## src/rtl/two_level_key_occurrence_counter_macros.svh

```systemverilog
// Assertion macros shared by tlkoc_front and tlkoc_back.
`ifndef TWO_LEVEL_KEY_OCCURRENCE_COUNTER_MACROS_SVH
`define TWO_LEVEL_KEY_OCCURRENCE_COUNTER_MACROS_SVH
`ifndef ASSERT_OFF
`define ASSERT_IMPLIES(label, clk, rst, a, b) \
  label: assert property (@(posedge clk) disable iff (rst) (a) |-> (b)) \
    else $error("assertion failed");
`define ASSERT_NEXT(label, clk, rst, a, b) \
  label: assert property (@(posedge clk) disable iff (rst) (a) |=> (b)) \
    else $error("assertion failed");
`else
`define ASSERT_IMPLIES(label, clk, rst, a, b)
`define ASSERT_NEXT(label, clk, rst, a, b)
`endif
`endif

```

## src/rtl/tlkoc_pkg.sv

```systemverilog
`default_nettype none
package tlkoc_pkg;
  localparam int GROUP_SLOTS_DEF = 10;
  localparam int KEY_SLOTS_DEF = 1024;
  localparam int MAX_GROUP_ID = 9;

  typedef enum logic [2:0] {
    ST_OK = 3'd0,
    ST_INVALID = 3'd1,
    ST_GROUP_FULL = 3'd2,
    ST_KEY_FULL = 3'd3,
    ST_HALTED = 3'd4
  } status_t;

  localparam logic OP_COUNT = 1'b0;
  localparam logic OP_READ = 1'b1;

  // Classified item handed from the front part to the back part.
  typedef struct packed {
    logic        rd;
    logic        halt;
    logic        invalid;
    logic [3:0]  gid;
    logic [30:0] kid;
    logic [3:0]  gslot;
    logic [9:0]  kslot;
  } cmd_t;
endpackage
`default_nettype wire

```

## src/rtl/tlkoc_front.sv

```systemverilog
`default_nettype none
module tlkoc_front (
  input  wire logic               clk,
  input  wire logic               rst,
  input  wire logic               in_valid,
  output logic                    in_stall,
  input  wire logic               opcode,
  input  wire logic signed [31:0] group_id,
  input  wire logic signed [31:0] key_id,
  input  wire logic [3:0]         group_slot,
  input  wire logic [9:0]         key_slot,
  output logic                    q_valid,
  input  wire logic               q_pop,
  output tlkoc_pkg::cmd_t         q_cmd
);
  import tlkoc_pkg::*;
  `include "two_level_key_occurrence_counter_macros.svh"

  // Two-entry queue; the front sees a halt flag that it sets itself on an invalid
  // count item so that later items are classified as halted.
  cmd_t q_mem [2];
  logic wp, rp;
  logic [1:0] cnt;
  logic halt_seen;
  logic push;
  cmd_t c;
  logic gfull;

  assign in_stall = (cnt == 2'd2);
  assign push = in_valid && !in_stall;
  assign q_valid = (cnt != 2'd0);
  assign q_cmd = q_mem[rp];

  always_comb begin
    c.rd = (opcode == OP_READ);
    c.halt = halt_seen;
    c.invalid = (group_id < 0) || (group_id > MAX_GROUP_ID) || key_id[31];
    c.gid = group_id[3:0];
    c.kid = key_id[30:0];
    c.gslot = group_slot;
    c.kslot = key_slot;
  end
  assign gfull = 1'b0;

  always_ff @(posedge clk) begin
    if (push) q_mem[wp] <= c;
  end

  always_ff @(posedge clk) begin
    if (rst) begin
      wp <= 1'b0;
      rp <= 1'b0;
      cnt <= 2'd0;
      halt_seen <= 1'b0;
    end else begin
      if (push) wp <= ~wp;
      if (q_pop) rp <= ~rp;
      cnt <= cnt + {1'b0, push} - {1'b0, q_pop};
      if (push && !c.rd && c.invalid && !gfull) halt_seen <= 1'b1;
    end
  end

  `ASSERT_IMPLIES(a_no_overflow, clk, rst, push, cnt != 2'd2)
  `ASSERT_IMPLIES(a_no_underflow, clk, rst, q_pop, cnt != 2'd0)
  `ASSERT_NEXT(a_halt_sticks, clk, rst, halt_seen, halt_seen)
endmodule
`default_nettype wire

```

## config.mk

```make
export PLATFORM = sky130hd
export DESIGN_NAME = tlkoc_front
export DESIGN_NICKNAME = d
export VERILOG_FILES = /design/src/rtl/tlkoc_pkg.sv /design/src/rtl/tlkoc_front.sv
export VERILOG_INCLUDE_DIRS = /design/src /design/src/rtl
export SDC_FILE = /design/constraint.sdc
export NUM_CORES = 1
export LEC_CHECK = 0
export ABC_AREA = 1
export BUFFER_PORTS_ARGS = -buffer_cell sky130_fd_sc_hd__buf_2
export CAP_MARGIN = 10
export CORE_MARGIN = 4
export CORE_UTILIZATION = 55
export CTS_CLUSTER_SIZE = 10
export DETAILED_ROUTE_END_ITERATION = 16
export PLACE_DENSITY_LB_ADDON = 0.25
export SLEW_MARGIN = 20
export SYNTH_ARGS = -nofsm -noshare
export SYNTH_HDL_FRONTEND = slang
export SYNTH_SLANG_ARGS = --single-unit
```

## constraint.sdc

```tcl
create_clock -name clk -period 11.25 [get_ports clk]
set_clock_uncertainty 0.05 [all_clocks]
set_input_delay 2.8125 -clock clk [delete_from_list [all_inputs] [get_ports clk]]
set_output_delay 2.8125 -clock clk [all_outputs]
set_load 0.01 [all_outputs]
```

* After elaboration in Yosys (flattened, before gate mapping) *
Memory sizes are Yosys's and may differ from the RTL's. A register that Yosys moved wholly into a read port is not among the register bits.
Index checks and enable logic that the tools add are counted.

word-level totals
  bits in registers = 5
  output and inout port bits = 54
  memories kept = 1
  input port bits = 83
  logic and storage cells = 24
  memory bits (writable) = 104

operators by class
  order comparisons = 2
  add/subtract/negate cells = 2
  reduce and logical (&&, ||, !) cells = 8
  equal/unequal tests = 1
  muxes and demuxes = 4
  bitwise operators = 2

memory list
  memory  words  width  read ports  clocked after Yosys merged registers in  write ports  RTL line           text
  q_mem   2      52     1           1                                        1            tlkoc_front.sv:21  cmd_t q_mem [2];

operators with widths
  operator             count
  $gt 32x5->1 const B  1
  $lt 32x1->1 const B  1
  $mux 1               4
  $logic_and 1x1->1    3
  $add 2x1->2          1
  $eq 2x2->1 const B   1
  $logic_not 1->1      2
  $logic_or 1x1->1     2
  $not 1->1            2
  $reduce_bool 2->1    1
  $sub 2x1->2          1

* Depth between registers and ports, before layout *
Gate-level depths: netlist of run 1.

  word-level depth = 5
  mapped depth = 8
  mapped depth without buffers = 8

* Worst setup path before layout of run 1 *
OpenSTA, ideal clock, no wires.

  kind = input to register
  from = in in_valid
  to = mem q_mem[1][0] (netlist name) (enable)
  library setup time = 464 ps
  required time = 10736 ps
  path slack = 5618 ps
  path buffers = 0
  data arrival time = 5117 ps
  stages on the path = 2
  cells stage by stage = o21ai_4 -> nor2_1

on the way
  word-level cells in the longest chain between the ends = 3

ends and longest elaborated chain
  what                          RTL line           text
  start: declaration            tlkoc_front.sv:5   input wire logic in_valid,
  $logic_and 1x1->1             tlkoc_front.sv:30  assign push = in_valid && !in_stall;
  $mux 1                        tlkoc_front.sv:46  if (push) q_mem[wp] <= c;
  $mux 1 (not written as such)  tlkoc_front.sv:46
  end: declaration              tlkoc_front.sv:21

Every way passes these cells.

==> out/metrics.cfg, run 1 <==
[hold_path]
min_path_type=reg2reg

[sta]
slew-limit-headroom_pct=37.3
max_freq_mhz=210
final.setup.tns_ps=0
fin_crit_sh_pct=42.2
setup-violations-final=0
post-route-min-period_ps=4750
worst_slew_pin_slew_ps=940
final_hold_viol_count=0
holdWs_ps=416
rsz0062_at_grt=false
slew_viol_final=0

[clock_tree]
ctsRootBufferMaster=clkbuf_8
htreeDepth=3
cts.reportedPaths.clkPinSlew_ps=90
cts_setup_buffers=0
insertion_delay_ps=340
tritoncts=done
numCtsBuffers=9
cts_hold_repair.buffers=0
cts_max_path_buffers=2
cts_sinks=110
post_cts_resized=0

[worst_setup_path]
critPathLaunchType=flop
cp_max_fo=52
path_delay_family=flip-flops
cp_num_buf_inv=1
cp_data_arrival_time_ps=1890
crit_path_end_kind=primary output
crit_path_max_incr_delay_ps=990
path_cells=mux2_2, buf_2
timing_worst_setup_path_type=reg2out
worst_ep_required_time_ps=8390
cp_slowest_cell=dfxtp_4

[placement]
placed_cell_area_sq_um=5150
place.detailed.hpwl_mm=5.01
portBuffers=136
gp_congestion=0.726
placed_cells=465

[drt]
drc=0
postRouteAntennaNets=0
num_vias=2324
via_per_inst=4.85
drtPass1Iterations=4
wl_per_cell_microns=14.8
routed_wl_mm=7.11
drt_iter0_markers=50

[floorplan]
io_pins=137
die_x_microns=97.7
die-area_sq_um=9540
die_h_microns=97.7
start_util_pct=57.0
core_area_sq_um=7770
num_rows=32

[global_route]
grt_pass1_wl_mm=11.3
grt_overflow=0
grt_max_degree=53
grt_pass1_vias=2401
grt_usage_pct=15.4
antenna_found_initial=0

[finish]
drive_above_1_share_pct=55.7
stdcell_count=479
n_fill_cell=551
nNetsFinal=459
synthToLayoutAreaGrowth_pct=20.7
final_util_pct=68.8
final_area_sq_um=5340
ff_latch_area_sq_um=3250
antennaDiodeCount=0
multiInputGateArea_sq_um=1030

[pwr]
pwr_density_cell_nw_per_um2=165
peakVddDrop_uv=107
cellLeakagePower_nw=2.20

[synthesis]
synth_cell_types=19
yosys.area.top_type_share_pct=70.6
yosysSeqAreaShare_pct=73.3
syn_nets=316
yosys-top-cells-area=edfxtp_1 71%, mux2_4 17%, dfxtp_1 2.7%
syn_area_sq_um=4420
yosysWarnings=0
syn_area_per_cell_sq_um=19.2
ys_seq_elements=110
syn_inst=231
yosys.area.top_type=edfxtp_1

[job]
drv_cap=0

[status]
status=finished clean

## worst paths after layout
path / startpoint / endpoint / slack, ps / cells past startpoint
hold / removal: halt_seen / q_mem[0][50] / 420 / 0
hold reg to reg: halt_seen / q_mem[0][50] / 420 / 0
setup reg to reg: cnt[0] / q_mem[1][47] / 9270 / 3
setup / recovery: flop / q_cmd[46] / 6500 / 2
## kinds of logic (layout without fill, tap and decap cells)
logic type	after synthesis	after routing	synth area share, %
AOI/OAI and AO/OA	3	3	0.594
xor gates and xnor gates	2	2	0.396
DFF	110	110	73.3
and+or+nand+nor	41	41	3.87
buffers and inverters	21	167	3.79
adders and majority gates	2	2	0.566
muxes	52	52	17.5
## cells in the mapped netlist (all sizes together)
| master | count |
|---|---|
| edfxtp | 104 |
| mux2 | 52 |
| nor2 | 23 |
| inv | 15 |
| nand2 | 13 |
| buf | 6 |
| dfxtp | 6 |
| ha | 2 |
| nand3 | 2 |
| nor3b | 2 |
| o21ai | 2 |
| a21oi | 1 |
| or2 | 1 |
| xnor2 | 1 |
| xor2 | 1 |
## metrics by stage
| step | power, W | setup WS, ps |
|---|---|---|
| after CTS | 0.000889 | 6450 |
| final | 0.000879 | 6500 |
| after global placement | 0.000666 | 6800 |
| after global routing | 0.000923 | 6360 |
| after floorplan | 0.000618 | 5620 |
| after detailed placement | 0.000671 | 6780 |
## placed cells by master (no fill, tap or decap), types with 2 or more instances in the layout
cell type and n:
mux2_2 2, ha_1 2, nor2_1 21, clkbuf_8 9, nor2_4 2, edfxtp_1 104, buf_2 136, dfxtp_1 5
inv_1 15, buf_4 2, mux2_4 50, clkinvlp_4 3, nand2_1 13, nand3_1 2
## area by class of cell
cell class | instances | share of cell area (%)
clock buffers | 9 | 2.32
clock inverters | 5 | 1.15
inverters | 15 | 1.05
multi-input cells | 100 | 19.3
flip-flops and latches | 110 | 60.8
well taps | 102 | 2.39
repair buffers | 138 | 13.0
## state kept, by name (all words and copies together), names as in the netlist, named ones only
name and flops:
q_mem 104, cnt 2, halt_seen 1, rp 1, wp 1
## layer usage
metal	global-route usage (%)	part of all wire, %	vias to the layer above
li1	-	-	1133
met3	5.24	8.3	8
met1	15.8	36	1087
met2	28.5	55	96
met4	6.07	1.2	0
met5	0	0	-
## power breakdown
part	internal [W]	total, W	switching (W)
logic	0.0000772	0.000144	0.0000670
registers	0.000493	0.000514	0.0000209
clock network	0.000101	0.000220	0.000119
total	0.000672	0.000879	0.000207
(Power assumes the default switching activity.)
==> inputs of run 2 (changes only) <==
- CORE_UTILIZATION: 55 -> 46
- clock period: 11.25 -> 4 ns (I/O delays scaled with it)
==> run 2 against run 1 <==
- setup slack worse by 5500 ps
- first-iteration DRC count increased by 88%
- clock-buffer cell count unchanged
- die area up 18%
- utilization shrank 10 points
- non-clock buffer count rose by 1
- cell count grew 6.3%
- clock power rose to 3.2 times the previous value
- sequential cell count did not move
- via count up 1.6%
- routed wire length grew 3.4%
- critical path type unchanged
- critical endpoint unchanged
==> out/metrics.cfg, run 2 (same netlist as run 1, synthesis figures left out) <==
[status]
status=finished clean  ; unchanged

[sta]
final_hold_viol_count=0  ; unchanged
max_freq_mhz=334
final.setup.tns_ps=0  ; unchanged
post-route-min-period_ps=3000
worst_slew_pin_slew_ps=981  ; was 940 ps
setup-violations-final=0  ; unchanged
slew-limit-headroom_pct=34.6  ; was 37.3%
rsz0062_at_grt=false  ; unchanged
fin_crit_sh_pct=74.9
slew_viol_final=0  ; unchanged

[floorplan]
start_util_pct=47.7  ; was 57.0%
die_x_microns=106  ; was 97.7 microns
io_pins=137  ; unchanged
die-area_sq_um=11300  ; was 9540 sq um
die_h_microns=106  ; was 97.7 microns
core_area_sq_um=9280  ; was 7770 sq um
num_rows=35  ; was 32

[worst_setup_path]
crit_path_end_kind=primary output  ; unchanged
worst_ep_required_time_ps=2950  ; was 8390 ps
path_cells=mux2_2, buf_2  ; unchanged
r2r-start=cnt[1]  ; was cnt[0]
critPathLaunchType=flop  ; unchanged
r2r_slack_ps=2180  ; was 9270 ps
cp_data_arrival_time_ps=1950  ; was 1890 ps
cp_max_fo=52  ; unchanged
cp_slowest_cell=dfxtp_4  ; unchanged
timing_worst_setup_path_type=reg2out  ; unchanged
crit_path_max_incr_delay_ps=1020  ; was 990 ps
r2r_cells=4  ; was 3
rr_endpoint=q_mem[0][13]  ; was q_mem[1][47]

[global_route]
grt_overflow=0  ; unchanged
grt_max_degree=53  ; unchanged
antenna_found_initial=0  ; unchanged
grt_usage_pct=13.1  ; was 15.4%
grt_pass1_vias=2448  ; was 2401
grt_pass1_wl_mm=11.4  ; was 11.3 mm

[drt]
postRouteAntennaNets=0  ; unchanged
drtPass1Iterations=4  ; unchanged
drc=0  ; unchanged
num_vias=2362  ; was 2324
via_per_inst=4.64  ; was 4.85
wl_per_cell_microns=14.4  ; was 14.8 microns
drt_iter0_markers=94  ; was 50
routed_wl_mm=7.35  ; was 7.11 mm

[finish]
final_util_pct=58.5  ; was 68.8%
nNetsFinal=460  ; was 459
synthToLayoutAreaGrowth_pct=22.7  ; was 20.7%
layout_commonest_cell=buf_2  ; unchanged
final_cell_mix=136 x buf_2, 104 x edfxtp_1, 50 x mux2_4  ; unchanged
drive_above_1_share_pct=56.1  ; was 55.7%
antennaDiodeCount=0  ; unchanged
largest_reg_flops=104  ; unchanged
largestRegisters=q_mem (104), cnt (2)  ; unchanged
regMostFlops=q_mem  ; unchanged

[placement]
place.detailed.hpwl_mm=5.03  ; was 5.01 mm
gp_congestion=0.688  ; was 0.726
portBuffers=136  ; unchanged

[clock_tree]
cts_hold_repair.buffers=0  ; unchanged
insertion_delay_ps=360  ; was 340 ps
ctsRootBufferMaster=clkbuf_8  ; unchanged
tritoncts=done  ; unchanged
cts_setup_buffers=0  ; unchanged
htreeDepth=3  ; unchanged
post_cts_resized=0  ; unchanged
cts_sinks=110  ; unchanged
numCtsBuffers=9  ; unchanged
cts_max_path_buffers=2  ; unchanged
cts.reportedPaths.clkPinSlew_ps=100  ; was 90 ps

[pwr]
peakVddDrop_uv=238  ; was 107 uV
cellLeakagePower_nw=2.23  ; was 2.20 nW
pwr_density_cell_nw_per_um2=470  ; was 165 nW/um^2

[hold_path]
min_path_type=reg2reg  ; unchanged
whs_endpoint=q_mem[0][50]  ; unchanged
min_path_cells=0  ; unchanged
hold_start=halt_seen  ; unchanged

[job]
drv_cap=0  ; unchanged

-- run 2: worst max-delay path by stage --
| stage | to | slack [ps] | cells after the start |
|---|---|---|---|
| after global placement | q_cmd[46] | 1360 | 2 |
| after floorplan | q_mem[1][0] | 180 | 2 |
| after CTS | q_cmd[46] | 950 | 2 |
| after global routing | q_cmd[47] | 890 | 2 |
| after detailed placement | q_cmd[46] | 1370 | 2 |
| final | q_cmd[46] | 1000 | 2 |
-- run 2: metal layers --
metal  vias up  global-route usage, %  routed length (microns)
met5         -                      0                        0
met4         0                   5.83                      104
met3         8                   3.89                      631
met2       101                   22.5                     3610
met1      1114                   15.0                     3010
li1       1139                      -                        -
-- run 2: cell type report --
cell class | count | area (sq um)
Tap cell | 129 | 161
Multi-Input combinational cell | 100 | 1030
Inverter | 15 | 56.3
Sequential cell | 110 | 3250
Fill cell | 753 | 3860
Timing Repair Buffer | 139 | 716
Clock inverter | 7 | 93.8
Clock buffer | 9 | 124
-- run 2: per-stage QoR --
stage / power (W) / cells / worst slack, ps / hold slack [ps] / area (sq um)
after floorplan: 0.00174 / 231 / 181 / 376 / 4420
after global placement: 0.00188 / 493 / 1360 / 383 / 5210
after detailed placement: 0.00190 / 493 / 1370 / 405 / 5210
after CTS: 0.00259 / 509 / 951 / 421 / 5430
after global routing: 0.00267 / 509 / 892 / 432 / 5430
final: 0.00255 / 509 / 1000 / 421 / 5430
-- run 2: critical path: cells and delay by family, from the launching register on --
family / cells / cell delay (ps)
DFF: 1 / 1020
muxes: 1 / 420
buffers and inverters: 1 / 140
-- run 2: power by group --
group          internal [W]  leakage, nW  switching [W]
Combinational      0.000223         1.11       0.000191
Sequential          0.00139         1.02      0.0000586
Clock              0.000306        0.106       0.000388
